### config.mk
export PLATFORM = sky130hd
export DESIGN_NAME = clipped_scaled_alpha_blitter_core_flat
export DESIGN_NICKNAME = d
export VERILOG_FILES = /design/src/sv/csab_pkg.sv /design/src/sv/csab_if.sv /design/src/sv/csab_dp.sv /design/src/sv/csab_ctrl.sv /design/src/sv/clipped_scaled_alpha_blitter_core.sv /design/src/flat_wrapper.sv
export VERILOG_INCLUDE_DIRS = /design/src /design/src/sv
export SDC_FILE = /design/constraint.sdc
export NUM_CORES = 2
export LEC_CHECK = 0
export BUFFER_PORTS_ARGS = -buffer_cell sky130_fd_sc_hd__buf_2
export CAP_MARGIN = 40
export CORE_MARGIN = 10
export CORE_UTILIZATION = 35
export CTS_BUF_LIST = sky130_fd_sc_hd__clkbuf_8
export DETAILED_ROUTE_END_ITERATION = 10
export GPL_TIMING_DRIVEN = 0
export SLEW_MARGIN = 10
export SYNTH_ARGS = -nofsm -noshare
export SYNTH_HDL_FRONTEND = slang
export SYNTH_SLANG_ARGS = --single-unit
### constraint.sdc
create_clock -name clk_i -period 14.95 [get_ports clk_i]
set_input_delay 2.2425 -clock clk_i [delete_from_list [all_inputs] [get_ports clk_i]]
set_output_delay 2.2425 -clock clk_i [all_outputs]
set_load 0.005 [all_outputs]
### src/sv/clipped_scaled_alpha_blitter_core_defines.svh
// Assertion macros used by the blitter controller RTL.
`ifndef CLIPPED_SCALED_ALPHA_BLITTER_CORE_DEFINES_SVH
`define CLIPPED_SCALED_ALPHA_BLITTER_CORE_DEFINES_SVH
`ifndef SYNTHESIS
`define CSAB_ASSERT(lbl, prop) \
  lbl: assert property (@(posedge clk_i) disable iff (!rst_ni) prop) \
    else $error("csab assertion failed");
`define CSAB_ASSERT_IMP(lbl, ante, cons) \
  lbl: assert property (@(posedge clk_i) disable iff (!rst_ni) (ante) |-> (cons)) \
    else $error("csab implication failed");
`else
`define CSAB_ASSERT(lbl, prop)
`define CSAB_ASSERT_IMP(lbl, ante, cons)
`endif
`endif

### src/sv/csab_pkg.sv
`timescale 1ns / 1ps
`default_nettype none
package csab_pkg;

  localparam int CoordBitsDef = 12;
  localparam int PixW = 32;
  localparam int RgbW = 24;

  typedef enum logic [1:0] {
    OP_START   = 2'd0,
    OP_SRC_PIX = 2'd1,
    OP_DST_PIX = 2'd2,
    OP_NONE    = 2'd3
  } opcode_e;

  typedef enum logic [1:0] {
    KIND_SRC_RD = 2'd0,
    KIND_DST_RD = 2'd1,
    KIND_DST_WR = 2'd2,
    KIND_DONE   = 2'd3
  } kind_e;

  typedef enum logic [2:0] {
    REG_IMG_SIZE = 3'd0,
    REG_SRC_ORG  = 3'd1,
    REG_SRC_EXT  = 3'd2,
    REG_DST_ORG  = 3'd3,
    REG_DST_EXT  = 3'd4,
    REG_FB_SIZE  = 3'd5,
    REG_BLEND    = 3'd6
  } reg_e;

  typedef enum logic [1:0] {
    PH_IDLE = 2'd0,
    PH_SRC  = 2'd1,
    PH_DST  = 2'd2
  } phase_e;

  typedef enum logic [3:0] {
    ST_IN,
    ST_CLIP,
    ST_SEEK_FIRST,
    ST_SEEK_NEXT,
    ST_DIVX,
    ST_DIVX_WAIT,
    ST_DIVY,
    ST_DIVY_WAIT,
    ST_SRC_IDX,
    ST_EMIT_SRC,
    ST_EMIT_FIN,
    ST_EMIT_DRD,
    ST_EMIT_WR,
    ST_BLEND_MUL,
    ST_BLEND_DIV
  } state_e;

  typedef enum logic [1:0] {
    IX_ZERO,
    IX_SRC,
    IX_DST
  } idx_sel_e;

  typedef enum logic [1:0] {
    WD_ZERO,
    WD_RGB,
    WD_BLEND
  } wd_sel_e;

  typedef struct packed {
    logic     hold_src;
    logic     hold_dst;
    logic     clip;
    logic     seek;
    logic     seek_next;
    logic     div_start;
    logic     div_y;
    logic     src_idx;
    logic     blend_mul;
    logic     blend_div;
    logic     push;
    kind_e    kind;
    idx_sel_e idx_sel;
    wd_sel_e  wd_sel;
    logic     last;
  } cmd_t;

  typedef struct packed {
    logic clip_ok;
    logic found;
    logic div_done;
    logic slot_free;
    logic opaque;
    logic alpha_zero;
    logic alpha_full;
  } status_t;

  function automatic logic [RgbW-1:0] rgb_of(input logic [PixW-1:0] p);
    rgb_of = {p[7:0], p[15:8], p[23:16]};
  endfunction

  // Exact x / 255 for the blend sums, which never exceed 255 * 255.
  function automatic logic [7:0] div255(input logic [16:0] x);
    logic [16:0] t;
    t = x + 17'd1 + {8'd0, x[16:8]};
    div255 = t[15:8];
  endfunction

endpackage
`default_nettype wire

### src/sv/csab_if.sv
`timescale 1ns / 1ps
`default_nettype none
interface csab_item_if;
  logic        valid;
  logic        ready;
  logic [1:0]  opcode;
  logic [31:0] pixel_data;
  modport source(output valid, opcode, pixel_data, input ready);
  modport sink(input valid, opcode, pixel_data, output ready);
endinterface

interface csab_result_if #(
  parameter int IdxW = 2 * csab_pkg::CoordBitsDef
);
  logic            valid;
  logic            ready;
  logic [1:0]      request_kind;
  logic [IdxW-1:0] pixel_index;
  logic [23:0]     write_data;
  logic            last_of_run;
  modport source(output valid, request_kind, pixel_index, write_data, last_of_run,
                 input ready);
  modport sink(input valid, request_kind, pixel_index, write_data, last_of_run,
               output ready);
endinterface
`default_nettype wire

### src/sv/csab_dp.sv
`timescale 1ns / 1ps
`default_nettype none
module csab_dp #(
  parameter int CoordBits = csab_pkg::CoordBitsDef
) (
  input  wire                          clk_i,
  input  wire                          rst_ni,
  input  wire                          cfg_we_i,
  input  wire  [2:0]                   cfg_idx_i,
  input  wire  [2*CoordBits+1:0]       cfg_data_i,
  input  wire  [csab_pkg::PixW-1:0]    pix_i,
  input  csab_pkg::cmd_t               cmd_i,
  output csab_pkg::status_t            status_o,
  input  wire                          out_ready_i,
  output logic                         out_valid_o,
  output logic [1:0]                   out_kind_o,
  output logic [2*CoordBits-1:0]       out_index_o,
  output logic [csab_pkg::RgbW-1:0]    out_wdata_o,
  output logic                         out_last_o
);

  localparam int C    = CoordBits;
  localparam int W    = C + 3;
  localparam int IdxW = 2 * C;
  localparam int CntW = $clog2(C);
  localparam logic signed [W-1:0] OneW = W'(1);

  logic [IdxW-1:0] img_size_q, src_ext_q, dst_ext_q, fb_size_q;
  logic [IdxW+1:0] src_org_q, dst_org_q;
  logic            blend_q;

  logic [C-1:0] col_q, row_q, cx_q, cy_q, cw_q, ch_q, qx_q, qy_q;
  logic [csab_pkg::PixW-1:0] held_q;
  logic [csab_pkg::RgbW-1:0] dst_pix_q;
  logic [16:0]               mix_q [3];
  logic [csab_pkg::RgbW-1:0] blended_q;
  logic [IdxW-1:0]           src_idx_q;

  logic [C-1:0]    rem_q, low_q, dv_q;
  logic [CntW-1:0] cnt_q;
  logic            busy_q, done_q, sel_y_q;

  logic                      out_valid_q, out_last_q;
  logic [1:0]                out_kind_q;
  logic [IdxW-1:0]           out_index_q;
  logic [csab_pkg::RgbW-1:0] out_wdata_q;

  always_ff @(posedge clk_i or negedge rst_ni) begin
    if (!rst_ni) begin
      img_size_q <= '0;
      src_org_q  <= '0;
      src_ext_q  <= '0;
      dst_org_q  <= '0;
      dst_ext_q  <= '0;
      fb_size_q  <= '0;
      blend_q    <= 1'b1;
    end else if (cfg_we_i) begin
      case (cfg_idx_i)
        csab_pkg::REG_IMG_SIZE: img_size_q <= cfg_data_i[IdxW-1:0];
        csab_pkg::REG_SRC_ORG:  src_org_q  <= cfg_data_i;
        csab_pkg::REG_SRC_EXT:  src_ext_q  <= cfg_data_i[IdxW-1:0];
        csab_pkg::REG_DST_ORG:  dst_org_q  <= cfg_data_i;
        csab_pkg::REG_DST_EXT:  dst_ext_q  <= cfg_data_i[IdxW-1:0];
        csab_pkg::REG_FB_SIZE:  fb_size_q  <= cfg_data_i[IdxW-1:0];
        csab_pkg::REG_BLEND:    blend_q    <= cfg_data_i[0];
        default: ;
      endcase
    end
  end

  logic signed [W-1:0] dox, doy, dw, dh, fw, fh;
  logic signed [W-1:0] cx_lo, cx_hi, ry_lo, ry_hi, cand_c, cand_r;
  logic                seek_found;

  assign dox = {{2{dst_org_q[C]}}, dst_org_q[C:0]};
  assign doy = {{2{dst_org_q[2*C+1]}}, dst_org_q[2*C+1:C+1]};
  assign dw  = {3'b000, dst_ext_q[C-1:0]};
  assign dh  = {3'b000, dst_ext_q[2*C-1:C]};
  assign fw  = {3'b000, fb_size_q[C-1:0]};
  assign fh  = {3'b000, fb_size_q[2*C-1:C]};

  always_comb begin
    cx_lo = (dox < 0) ? -dox : '0;
    cx_hi = dw - OneW;
    if (fw - OneW - dox < cx_hi) begin
      cx_hi = fw - OneW - dox;
    end
    ry_lo = (doy < 0) ? -doy : '0;
    ry_hi = dh - OneW;
    if (fh - OneW - doy < ry_hi) begin
      ry_hi = fh - OneW - doy;
    end
    if (cmd_i.seek_next) begin
      cand_c = {3'b000, col_q} + OneW;
      cand_r = {3'b000, row_q};
    end else begin
      cand_c = '0;
      cand_r = '0;
    end
    if (cand_r < ry_lo) begin
      cand_r = ry_lo;
      cand_c = cx_lo;
    end
    if (cand_c < cx_lo) begin
      cand_c = cx_lo;
    end
    if (cand_c > cx_hi) begin
      cand_c = cx_lo;
      cand_r = cand_r + OneW;
    end
    seek_found = !(cx_lo > cx_hi) && !(ry_lo > ry_hi) && !(cand_r > ry_hi);
  end

  logic signed [W-1:0] csx, csy, csw, csh, iw, ih;
  logic                clip_ok;

  always_comb begin
    csx = {{2{src_org_q[C]}}, src_org_q[C:0]};
    csy = {{2{src_org_q[2*C+1]}}, src_org_q[2*C+1:C+1]};
    csw = {3'b000, src_ext_q[C-1:0]};
    csh = {3'b000, src_ext_q[2*C-1:C]};
    iw  = {3'b000, img_size_q[C-1:0]};
    ih  = {3'b000, img_size_q[2*C-1:C]};
    clip_ok = (csw > 0) && (csh > 0) && (dw > 0) && (dh > 0);
    if (csx < 0) begin
      csw = csw + csx;
      csx = '0;
    end
    if (csy < 0) begin
      csh = csh + csy;
      csy = '0;
    end
    if (csx + csw > iw) begin
      csw = iw - csx;
    end
    if (csy + csh > ih) begin
      csh = ih - csy;
    end
    clip_ok = clip_ok && (csw > 0) && (csh > 0);
  end

  always_ff @(posedge clk_i) begin
    if (cmd_i.clip) begin
      cx_q <= csx[C-1:0];
      cy_q <= csy[C-1:0];
      cw_q <= csw[C-1:0];
      ch_q <= csh[C-1:0];
    end
    if (cmd_i.seek && seek_found) begin
      col_q <= cand_c[C-1:0];
      row_q <= cand_r[C-1:0];
    end
    if (cmd_i.hold_src) begin
      held_q <= pix_i;
    end
    if (cmd_i.hold_dst) begin
      dst_pix_q <= pix_i[csab_pkg::RgbW-1:0];
    end
  end

  // Shared restoring divider: one quotient bit per cycle.
  logic [IdxW-1:0] div_prod;
  logic [C:0]      trial;
  logic            trial_ge;

  assign div_prod = cmd_i.div_y ? IdxW'(row_q) * IdxW'(ch_q) : IdxW'(col_q) * IdxW'(cw_q);
  assign trial    = {rem_q, low_q[C-1]};
  assign trial_ge = trial >= {1'b0, dv_q};

  always_ff @(posedge clk_i or negedge rst_ni) begin
    if (!rst_ni) begin
      busy_q <= 1'b0;
      done_q <= 1'b0;
      cnt_q  <= '0;
    end else begin
      done_q <= 1'b0;
      if (cmd_i.div_start) begin
        busy_q <= 1'b1;
        cnt_q  <= '0;
      end else if (busy_q) begin
        cnt_q <= cnt_q + CntW'(1);
        if (cnt_q == CntW'(C - 1)) begin
          busy_q <= 1'b0;
          done_q <= 1'b1;
        end
      end
    end
  end

  always_ff @(posedge clk_i) begin
    if (cmd_i.div_start) begin
      rem_q   <= div_prod[IdxW-1:C];
      low_q   <= div_prod[C-1:0];
      dv_q    <= cmd_i.div_y ? dst_ext_q[2*C-1:C] : dst_ext_q[C-1:0];
      sel_y_q <= cmd_i.div_y;
    end else if (busy_q) begin
      rem_q <= trial_ge ? C'(trial - {1'b0, dv_q}) : trial[C-1:0];
      low_q <= {low_q[C-2:0], trial_ge};
    end
    if (done_q) begin
      if (sel_y_q) begin
        qy_q <= low_q;
      end else begin
        qx_q <= low_q;
      end
    end
  end

  logic [C:0]      sy_sum;
  logic [IdxW-1:0] src_idx;
  logic signed [W-1:0] ddx, ddy;
  logic [IdxW-1:0]     dst_idx;

  assign sy_sum  = {1'b0, cy_q} + {1'b0, qy_q};
  assign src_idx = IdxW'(sy_sum) * IdxW'(img_size_q[C-1:0]) + IdxW'(cx_q) + IdxW'(qx_q);
  assign ddx     = dox + {3'b000, col_q};
  assign ddy     = doy + {3'b000, row_q};
  assign dst_idx = {{(IdxW-W){ddy[W-1]}}, ddy} * IdxW'(fb_size_q[C-1:0])
                 + {{(IdxW-W){ddx[W-1]}}, ddx};

  logic [7:0] alpha, alpha_n;
  assign alpha   = held_q[31:24];
  assign alpha_n = 8'd255 - alpha;

  always_ff @(posedge clk_i) begin
    if (cmd_i.src_idx) begin
      src_idx_q <= src_idx;
    end
    if (cmd_i.blend_mul) begin
      mix_q[0] <= 17'(held_q[7:0] * alpha) + 17'(dst_pix_q[23:16] * alpha_n);
      mix_q[1] <= 17'(held_q[15:8] * alpha) + 17'(dst_pix_q[15:8] * alpha_n);
      mix_q[2] <= 17'(held_q[23:16] * alpha) + 17'(dst_pix_q[7:0] * alpha_n);
    end
    if (cmd_i.blend_div) begin
      blended_q <= {csab_pkg::div255(mix_q[0]), csab_pkg::div255(mix_q[1]),
                    csab_pkg::div255(mix_q[2])};
    end
  end

  logic slot_free;
  assign slot_free = !out_valid_q || out_ready_i;

  always_ff @(posedge clk_i or negedge rst_ni) begin
    if (!rst_ni) begin
      out_valid_q <= 1'b0;
    end else if (cmd_i.push) begin
      out_valid_q <= 1'b1;
    end else if (out_ready_i) begin
      out_valid_q <= 1'b0;
    end
  end

  always_ff @(posedge clk_i) begin
    if (cmd_i.push) begin
      out_kind_q <= cmd_i.kind;
      out_last_q <= cmd_i.last;
      case (cmd_i.idx_sel)
        csab_pkg::IX_SRC: out_index_q <= src_idx_q;
        csab_pkg::IX_DST: out_index_q <= dst_idx;
        default:          out_index_q <= '0;
      endcase
      case (cmd_i.wd_sel)
        csab_pkg::WD_RGB:   out_wdata_q <= csab_pkg::rgb_of(held_q);
        csab_pkg::WD_BLEND: out_wdata_q <= blended_q;
        default:            out_wdata_q <= '0;
      endcase
    end
  end

  assign out_valid_o = out_valid_q;
  assign out_kind_o  = out_kind_q;
  assign out_index_o = out_index_q;
  assign out_wdata_o = out_wdata_q;
  assign out_last_o  = out_last_q;

  assign status_o.clip_ok    = clip_ok;
  assign status_o.found      = seek_found;
  assign status_o.div_done   = done_q;
  assign status_o.slot_free  = slot_free;
  assign status_o.opaque     = !blend_q;
  assign status_o.alpha_zero = pix_i[31:24] == 8'd0;
  assign status_o.alpha_full = pix_i[31:24] == 8'hFF;

endmodule
`default_nettype wire

### src/sv/csab_ctrl.sv
`timescale 1ns / 1ps
`default_nettype none
`include "clipped_scaled_alpha_blitter_core_defines.svh"
module csab_ctrl (
  input  wire                clk_i,
  input  wire                rst_ni,
  input  wire                in_valid_i,
  input  wire  [1:0]         opcode_i,
  output logic               in_ready_o,
  input  csab_pkg::status_t  status_i,
  output csab_pkg::cmd_t     cmd_o
);

  csab_pkg::state_e state_q, state_d;
  csab_pkg::phase_e phase_q, phase_d;
  logic             wr_blend_q, wr_blend_d;

  always_ff @(posedge clk_i or negedge rst_ni) begin
    if (!rst_ni) begin
      state_q    <= csab_pkg::ST_IN;
      phase_q    <= csab_pkg::PH_IDLE;
      wr_blend_q <= 1'b0;
    end else begin
      state_q    <= state_d;
      phase_q    <= phase_d;
      wr_blend_q <= wr_blend_d;
    end
  end

  always_comb begin
    state_d    = state_q;
    phase_d    = phase_q;
    wr_blend_d = wr_blend_q;
    case (state_q)
      csab_pkg::ST_IN: begin
        if (in_valid_i) begin
          case (opcode_i)
            csab_pkg::OP_START: begin
              if (phase_q == csab_pkg::PH_IDLE) begin
                state_d = csab_pkg::ST_CLIP;
              end
            end
            csab_pkg::OP_SRC_PIX: begin
              if (phase_q == csab_pkg::PH_SRC) begin
                if (status_i.opaque || status_i.alpha_full) begin
                  state_d    = csab_pkg::ST_EMIT_WR;
                  wr_blend_d = 1'b0;
                end else if (status_i.alpha_zero) begin
                  state_d = csab_pkg::ST_SEEK_NEXT;
                end else begin
                  state_d = csab_pkg::ST_EMIT_DRD;
                end
              end
            end
            csab_pkg::OP_DST_PIX: begin
              if (phase_q == csab_pkg::PH_DST) begin
                state_d = csab_pkg::ST_BLEND_MUL;
              end
            end
            default: ;
          endcase
        end
      end
      csab_pkg::ST_CLIP: begin
        state_d = status_i.clip_ok ? csab_pkg::ST_SEEK_FIRST : csab_pkg::ST_EMIT_FIN;
      end
      csab_pkg::ST_SEEK_FIRST, csab_pkg::ST_SEEK_NEXT: begin
        state_d = status_i.found ? csab_pkg::ST_DIVX : csab_pkg::ST_EMIT_FIN;
      end
      csab_pkg::ST_DIVX: state_d = csab_pkg::ST_DIVX_WAIT;
      csab_pkg::ST_DIVX_WAIT: begin
        if (status_i.div_done) begin
          state_d = csab_pkg::ST_DIVY;
        end
      end
      csab_pkg::ST_DIVY: state_d = csab_pkg::ST_DIVY_WAIT;
      csab_pkg::ST_DIVY_WAIT: begin
        if (status_i.div_done) begin
          state_d = csab_pkg::ST_SRC_IDX;
        end
      end
      csab_pkg::ST_SRC_IDX: state_d = csab_pkg::ST_EMIT_SRC;
      csab_pkg::ST_EMIT_SRC: begin
        if (status_i.slot_free) begin
          state_d = csab_pkg::ST_IN;
          phase_d = csab_pkg::PH_SRC;
        end
      end
      csab_pkg::ST_EMIT_FIN: begin
        if (status_i.slot_free) begin
          state_d = csab_pkg::ST_IN;
          phase_d = csab_pkg::PH_IDLE;
        end
      end
      csab_pkg::ST_EMIT_DRD: begin
        if (status_i.slot_free) begin
          state_d = csab_pkg::ST_IN;
          phase_d = csab_pkg::PH_DST;
        end
      end
      csab_pkg::ST_EMIT_WR: begin
        if (status_i.slot_free) begin
          state_d = csab_pkg::ST_SEEK_NEXT;
        end
      end
      csab_pkg::ST_BLEND_MUL: state_d = csab_pkg::ST_BLEND_DIV;
      csab_pkg::ST_BLEND_DIV: begin
        state_d    = csab_pkg::ST_EMIT_WR;
        wr_blend_d = 1'b1;
      end
      default: state_d = csab_pkg::ST_IN;
    endcase
  end

  always_comb begin
    cmd_o         = '0;
    cmd_o.kind    = csab_pkg::KIND_DONE;
    cmd_o.idx_sel = csab_pkg::IX_ZERO;
    cmd_o.wd_sel  = csab_pkg::WD_ZERO;
    in_ready_o    = 1'b0;
    case (state_q)
      csab_pkg::ST_IN: begin
        in_ready_o     = 1'b1;
        cmd_o.hold_src = in_valid_i && (opcode_i == csab_pkg::OP_SRC_PIX)
                         && (phase_q == csab_pkg::PH_SRC);
        cmd_o.hold_dst = in_valid_i && (opcode_i == csab_pkg::OP_DST_PIX)
                         && (phase_q == csab_pkg::PH_DST);
      end
      csab_pkg::ST_CLIP:       cmd_o.clip = 1'b1;
      csab_pkg::ST_SEEK_FIRST: cmd_o.seek = 1'b1;
      csab_pkg::ST_SEEK_NEXT: begin
        cmd_o.seek      = 1'b1;
        cmd_o.seek_next = 1'b1;
      end
      csab_pkg::ST_DIVX: cmd_o.div_start = 1'b1;
      csab_pkg::ST_DIVY: begin
        cmd_o.div_start = 1'b1;
        cmd_o.div_y     = 1'b1;
      end
      csab_pkg::ST_SRC_IDX: cmd_o.src_idx = 1'b1;
      csab_pkg::ST_EMIT_SRC: begin
        cmd_o.push    = status_i.slot_free;
        cmd_o.kind    = csab_pkg::KIND_SRC_RD;
        cmd_o.idx_sel = csab_pkg::IX_SRC;
        cmd_o.last    = 1'b1;
      end
      csab_pkg::ST_EMIT_FIN: begin
        cmd_o.push = status_i.slot_free;
        cmd_o.last = 1'b1;
      end
      csab_pkg::ST_EMIT_DRD: begin
        cmd_o.push    = status_i.slot_free;
        cmd_o.kind    = csab_pkg::KIND_DST_RD;
        cmd_o.idx_sel = csab_pkg::IX_DST;
        cmd_o.last    = 1'b1;
      end
      csab_pkg::ST_EMIT_WR: begin
        cmd_o.push    = status_i.slot_free;
        cmd_o.kind    = csab_pkg::KIND_DST_WR;
        cmd_o.idx_sel = csab_pkg::IX_DST;
        cmd_o.wd_sel  = wr_blend_q ? csab_pkg::WD_BLEND : csab_pkg::WD_RGB;
      end
      csab_pkg::ST_BLEND_MUL: cmd_o.blend_mul = 1'b1;
      csab_pkg::ST_BLEND_DIV: cmd_o.blend_div = 1'b1;
      default: ;
    endcase
  end

  `CSAB_ASSERT_IMP(a_push_has_slot, cmd_o.push, status_i.slot_free)
  `CSAB_ASSERT_IMP(a_no_push_while_ready, in_ready_o, !cmd_o.push)
  `CSAB_ASSERT(a_fin_goes_idle, (state_q == csab_pkg::ST_EMIT_FIN && status_i.slot_free) |=> (phase_q == csab_pkg::PH_IDLE))
  `CSAB_ASSERT(a_div_start_once, cmd_o.div_start |=> !cmd_o.div_start)

endmodule
`default_nettype wire

### src/sv/clipped_scaled_alpha_blitter_core.sv
`timescale 1ns / 1ps
`default_nettype none
// Nearest-neighbor scaled alpha blitter. An item is taken whenever the block waits for
// input; each accepted item answers with zero, one or two request items through a
// one-entry output register. After a start or a returned pixel, the next source read
// waits on the shared one-bit-per-cycle divider, which runs twice per pixel, once for x
// and once for y. A destination read passes from its source pixel item through EMIT_DRD
// and the output register, a blended write from its destination pixel item through
// BLEND_MUL, BLEND_DIV, EMIT_WR and the output register; a result-side stall can hold
// either. The user must change registers only while the block waits; it is not enforced.
module clipped_scaled_alpha_blitter_core #(
  parameter int COORD_BITS = csab_pkg::CoordBitsDef
) (
  input  wire                     clk_i,
  input  wire                     rst_ni,
  input  wire                     cfg_we_i,
  input  wire  [2:0]              cfg_idx_i,
  input  wire  [2*COORD_BITS+1:0] cfg_data_i,
  csab_item_if.sink               item_i,
  csab_result_if.source           result_o
);

  csab_pkg::cmd_t    cmd;
  csab_pkg::status_t status;

  csab_ctrl u_ctrl (
    .clk_i      (clk_i),
    .rst_ni     (rst_ni),
    .in_valid_i (item_i.valid),
    .opcode_i   (item_i.opcode),
    .in_ready_o (item_i.ready),
    .status_i   (status),
    .cmd_o      (cmd)
  );

  csab_dp #(
    .CoordBits (COORD_BITS)
  ) u_dp (
    .clk_i       (clk_i),
    .rst_ni      (rst_ni),
    .cfg_we_i    (cfg_we_i),
    .cfg_idx_i   (cfg_idx_i),
    .cfg_data_i  (cfg_data_i),
    .pix_i       (item_i.pixel_data),
    .cmd_i       (cmd),
    .status_o    (status),
    .out_ready_i (result_o.ready),
    .out_valid_o (result_o.valid),
    .out_kind_o  (result_o.request_kind),
    .out_index_o (result_o.pixel_index),
    .out_wdata_o (result_o.write_data),
    .out_last_o  (result_o.last_of_run)
  );

endmodule
`default_nettype wire

### src/flat_wrapper.sv
// flat-port wrapper written by rule: the top's interface ports become plain ports
module clipped_scaled_alpha_blitter_core_flat 
#(
  parameter int COORD_BITS = csab_pkg::CoordBitsDef
)
  (clk_i, rst_ni, cfg_we_i, cfg_idx_i, cfg_data_i, item_i_valid, item_i_opcode, item_i_pixel_data, item_i_ready, result_o_valid, result_o_request_kind, result_o_pixel_index, result_o_write_data, result_o_last_of_run, result_o_ready);
  csab_item_if item_i_i ();
  csab_result_if result_o_i ();
  input  wire clk_i;
  input  wire rst_ni;
  input  wire cfg_we_i;
  input  wire  [2:0] cfg_idx_i;
  input  wire  [2*COORD_BITS+1:0] cfg_data_i;
  input wire logic [$bits(item_i_i.valid)-1:0] item_i_valid;
  input wire logic [$bits(item_i_i.opcode)-1:0] item_i_opcode;
  input wire logic [$bits(item_i_i.pixel_data)-1:0] item_i_pixel_data;
  output wire logic [$bits(item_i_i.ready)-1:0] item_i_ready;
  output wire logic [$bits(result_o_i.valid)-1:0] result_o_valid;
  output wire logic [$bits(result_o_i.request_kind)-1:0] result_o_request_kind;
  output wire logic [$bits(result_o_i.pixel_index)-1:0] result_o_pixel_index;
  output wire logic [$bits(result_o_i.write_data)-1:0] result_o_write_data;
  output wire logic [$bits(result_o_i.last_of_run)-1:0] result_o_last_of_run;
  input wire logic [$bits(result_o_i.ready)-1:0] result_o_ready;
  assign item_i_i.valid = item_i_valid;
  assign item_i_i.opcode = item_i_opcode;
  assign item_i_i.pixel_data = item_i_pixel_data;
  assign item_i_ready = item_i_i.ready;
  assign result_o_valid = result_o_i.valid;
  assign result_o_request_kind = result_o_i.request_kind;
  assign result_o_pixel_index = result_o_i.pixel_index;
  assign result_o_write_data = result_o_i.write_data;
  assign result_o_last_of_run = result_o_i.last_of_run;
  assign result_o_i.ready = result_o_ready;
  clipped_scaled_alpha_blitter_core #(.COORD_BITS(COORD_BITS)) u_core (.clk_i(clk_i), .rst_ni(rst_ni), .cfg_we_i(cfg_we_i), .cfg_idx_i(cfg_idx_i), .cfg_data_i(cfg_data_i), .item_i(item_i_i), .result_o(result_o_i));
endmodule
==> summary.txt <==
Yosys
  • Yosys warning total: 0
  • Gate Count Post-Synth: 6,882
  • Synth Area in Adders: 38.8%
  • Register area share after synthesis: 21.5%
  • Synthesized area: 66,200 µm²
  • Synth Flop Type: edfxtp_1
  • Synth Area in Compound Gates: 8.48%
  • Synthesized area per cell: 9.62 µm²
  • Largest family of logic cells by synthesized area: adder cells
  • Post-synth EDFFs: 339
  • Number of synthesized register bits: 502
  • Synth Area in Simple Gates: 14.6%
  • Xor/xnor share of the synthesized area: 4.45%
  • Share of flip-flops with an asynchronous set or reset: 32.5%
  • Netlist cell types: 86
  • Mux share of post-synthesis cell area: 4.15%

Clock tree
  • CTS resizes: 0
  • Hold buffer count at cts: 0
  • CTS max path bufs: 3
  • Postcts setup bufs: 0
  • TritonCTS clock tree: built
  • Skew-Pair Late Insertion Delay: 900 ps
  • Root Buffer: clkbuf_8
  • Clock transition time at the flip-flop clock pins of the worst setup and hold paths: 60 ps
  • TritonCTS Buffers: 100
  • H-tree depth: 3
  • CTS sink count: 502

Detailed routing
  • Final ANT Viol Nets: 0
  • Final wirelength: 193 mm
  • WL met1: 84.6 mm
  • Number of remaining DRC errors: 0
  • Met3 Wirelength: 10.7 mm
  • Via-to-Cell Ratio: 5.07
  • 1st-iter DRT viols: 3,532
  • DR top layer: met4
  • First-pass iteration count of the detailed router: 5
  • Vias: 49.3k
  • Met2 WL post-DR: 88.7 mm
  • Routed len/inst: 19.8 µm

Timing
  • Slew @ Worst Pin: 1020 ps
  • Setup_tns: 0 ps
  • Crit path time final: 13,260 ps
  • Final Slew Violations: 0
  • FMAX: 75.4 MHz
  • Final hold viol count: 0
  • Max_slew headroom: 31.4%
  • Period utilisation layout: 88.7%
  • Final Skew: 99.9 ps
  • Setup violators final: 0
  • RSZ-0062 raised after global routing: false

Floorplanning
  • Cell row count: 159
  • DIE WIDTH: 455 µm
  • Die area: 207,000 µm²
  • IO Count: 121
  • Core Region: 188,000 µm²
  • Die Height: 455 µm
  • Initial Util: 35.2%

GRT
  • Vias in the first global route: 51.6k
  • Total track usage: 18.6%
  • First-pass GRT wire length: 299 mm
  • Largest net degree at the start of global routing: 101
  • Initial antenna violation count: 7
  • Congestion Overflow GR: 0

Worst hold path
  • Worst Hold Path EP: u_core.u_dp.qy_q[5]$_DFFE_PP_
  • Hold WC Path Type: flop to flop
  • WHS Path Cells: 0
  • Worst min-delay path startpoint: u_core.u_dp.low_q[5]$_DFFE_PP_

Final layout
  • Number of fill cells: 18.7k
  • Fraction of layout cells with a size suffix above 1: 7.38%
  • Cell area after layout: 72,700 µm²
  • Area grow syn2layout: 9.77%
  • Layout Nets: 8,789
  • Most common cell after layout, fill and taps aside: inv_1
  • Most frequent cells in the layout: inv_1 (1,193), fa_1 (795), ha_1 (780)

Worst setup path
  • Crit path DAT: 13,910 ps
  • Worst r2r dst: u_core.u_ctrl.state_q[3]$_DFFE_PN0P_
  • Startpoint types: flop
  • Reg2reg start: u_core.u_dp.dst_org_q[15]$_DFFE_PN0P_
  • CP max stage delay: 730 ps
  • Data required time at the worst endpoint: 15,600 ps
  • CP Max Fanout: 10
  • Worst path slowest cell: o21ai_1
  • Minimum setup slack among reg-to-reg paths: 1690 ps
  • Critical Path End Type: flop
  • WS Path Type: flop to flop
  • Setup crit start: u_core.u_dp.dst_org_q[15]$_DFFE_PN0P_
  • R2r worst-path depth: 50

Place
  • Port bufs: 118
  • Detailed placer's ending HPWL: 160 mm
  • Placed cell areas: 70,400 µm²
  • Routability congestion estimate from global placement: 0.930

Run
  • MaxCap Viol Count: 0

Status
  • Outcome: finished, final reports clean
[cells by family after synthesis]
family	Yosys count
AND/OR/NAND/NOR	1946
adder cells (fa/ha/maj)	1575
buffers and inverters	1411
AO/OA/AOI/OAI	859
flip-flops	502
XOR/XNOR	335
multiplexers	253
other	1
[area by class of cell]
type                       instances  area (µm²)  area share [%]
sequential                       502       14300            19.6
clock buffer                     105        1450            1.99
inverter                        1170        4390            6.04
antenna                            3        7.51          0.0103
buffer                           241         912            1.26
timing repair buffer             152         997            1.37
clock inverter                    85         790            1.09
multi-input combinational       4979       46800            64.3
tap                             2495        3120            4.30
[per-stage QoR]
| stage | worst slack [ps] | util, % | hold WS, ps | std cells |
|---|---|---|---|---|
| 6_report | 1690 | 38.7 | 477 | 9732 |
| 5_1_grt | 857 | 38.7 | 504 | 9731 |
| 4_1_cts | 1850 | 38.7 | 481 | 9729 |
| 3_5_place_dp | 2000 | 37.5 | 472 | 9539 |
| 3_3_place_gp | 83.4 | 37.2 | 470 | 9505 |
| 2_1_floorplan | 5200 | - | 445 | 6892 |
[worst max-delay path, delay by kind of cell (launching register included)]
family	cells	cell delay [ps]
compound gates	25	5560
fa+ha+maj	5	1170
buf+inv	8	3180
flops	1	470
simple gates	12	2590
[worst max-delay path by stage]
stage	slack, ps	to	cells after the start
finish	1690	u_core.u_ctrl.state_q[3]$_DFFE_PN0P_	50
detailed placement	2000	u_core.u_ctrl.state_q[3]$_DFFE_PN0P_	49
floorplan	5200	u_core.u_dp.col_q[0]$_DFFE_PP_	45
global placement	80	u_core.u_dp.row_q[5]$_DFFE_PP_	49
global route	860	u_core.u_ctrl.state_q[3]$_DFFE_PN0P_	54
CTS	1850	u_core.u_ctrl.state_q[3]$_DFFE_PN0P_	49
[synthesized netlist by cell type (all sizes together) (135+ instances only)]
master  number  share of area [%]
nor2b      170                1.6
mux2       168                2.9
a21oi      214                1.6
fa         795                 24
ha         780                 15
o21ai      193                1.5
edfxtp     339                 15
nor2       247                1.4
nand2b     135                1.3
dfrtp      162                6.1
xnor2      244                3.2
inv       1170                6.6
clkbuf     210                1.2
and2       335                3.2
nand2      720                4.1
[registers in the layout, summed over array words and instances (netlist names), 24 cells and up]
register / cells
u_core.u_dp.out_index_o: 24
u_core.u_dp.img_size_q: 24
u_core.u_dp.src_ext_q: 24
u_core.u_dp.src_idx_q: 24
u_core.u_dp.blended_q: 24
u_core.u_dp.held_q: 32
u_core.u_dp.fb_size_q: 24
u_core.u_dp.dst_pix_q: 24
u_core.u_dp.mix_q: 51
u_core.u_dp.out_wdata_o: 24
u_core.u_dp.src_org_q: 26
u_core.u_dp.dst_org_q: 26
u_core.u_dp.dst_ext_q: 24
[routing by layer]
layer | up-vias | global-route usage, %
li1 | 23000 | -
met1 | 24700 | 24.8
met2 | 1332 | 30.2
met3 | 287 | 2.70
met4 | 0 | 7.74
met5 | - | 0
Power is not shown: default switching activity piles up to over one toggle a cycle in this logic, so the estimate is an artifact.
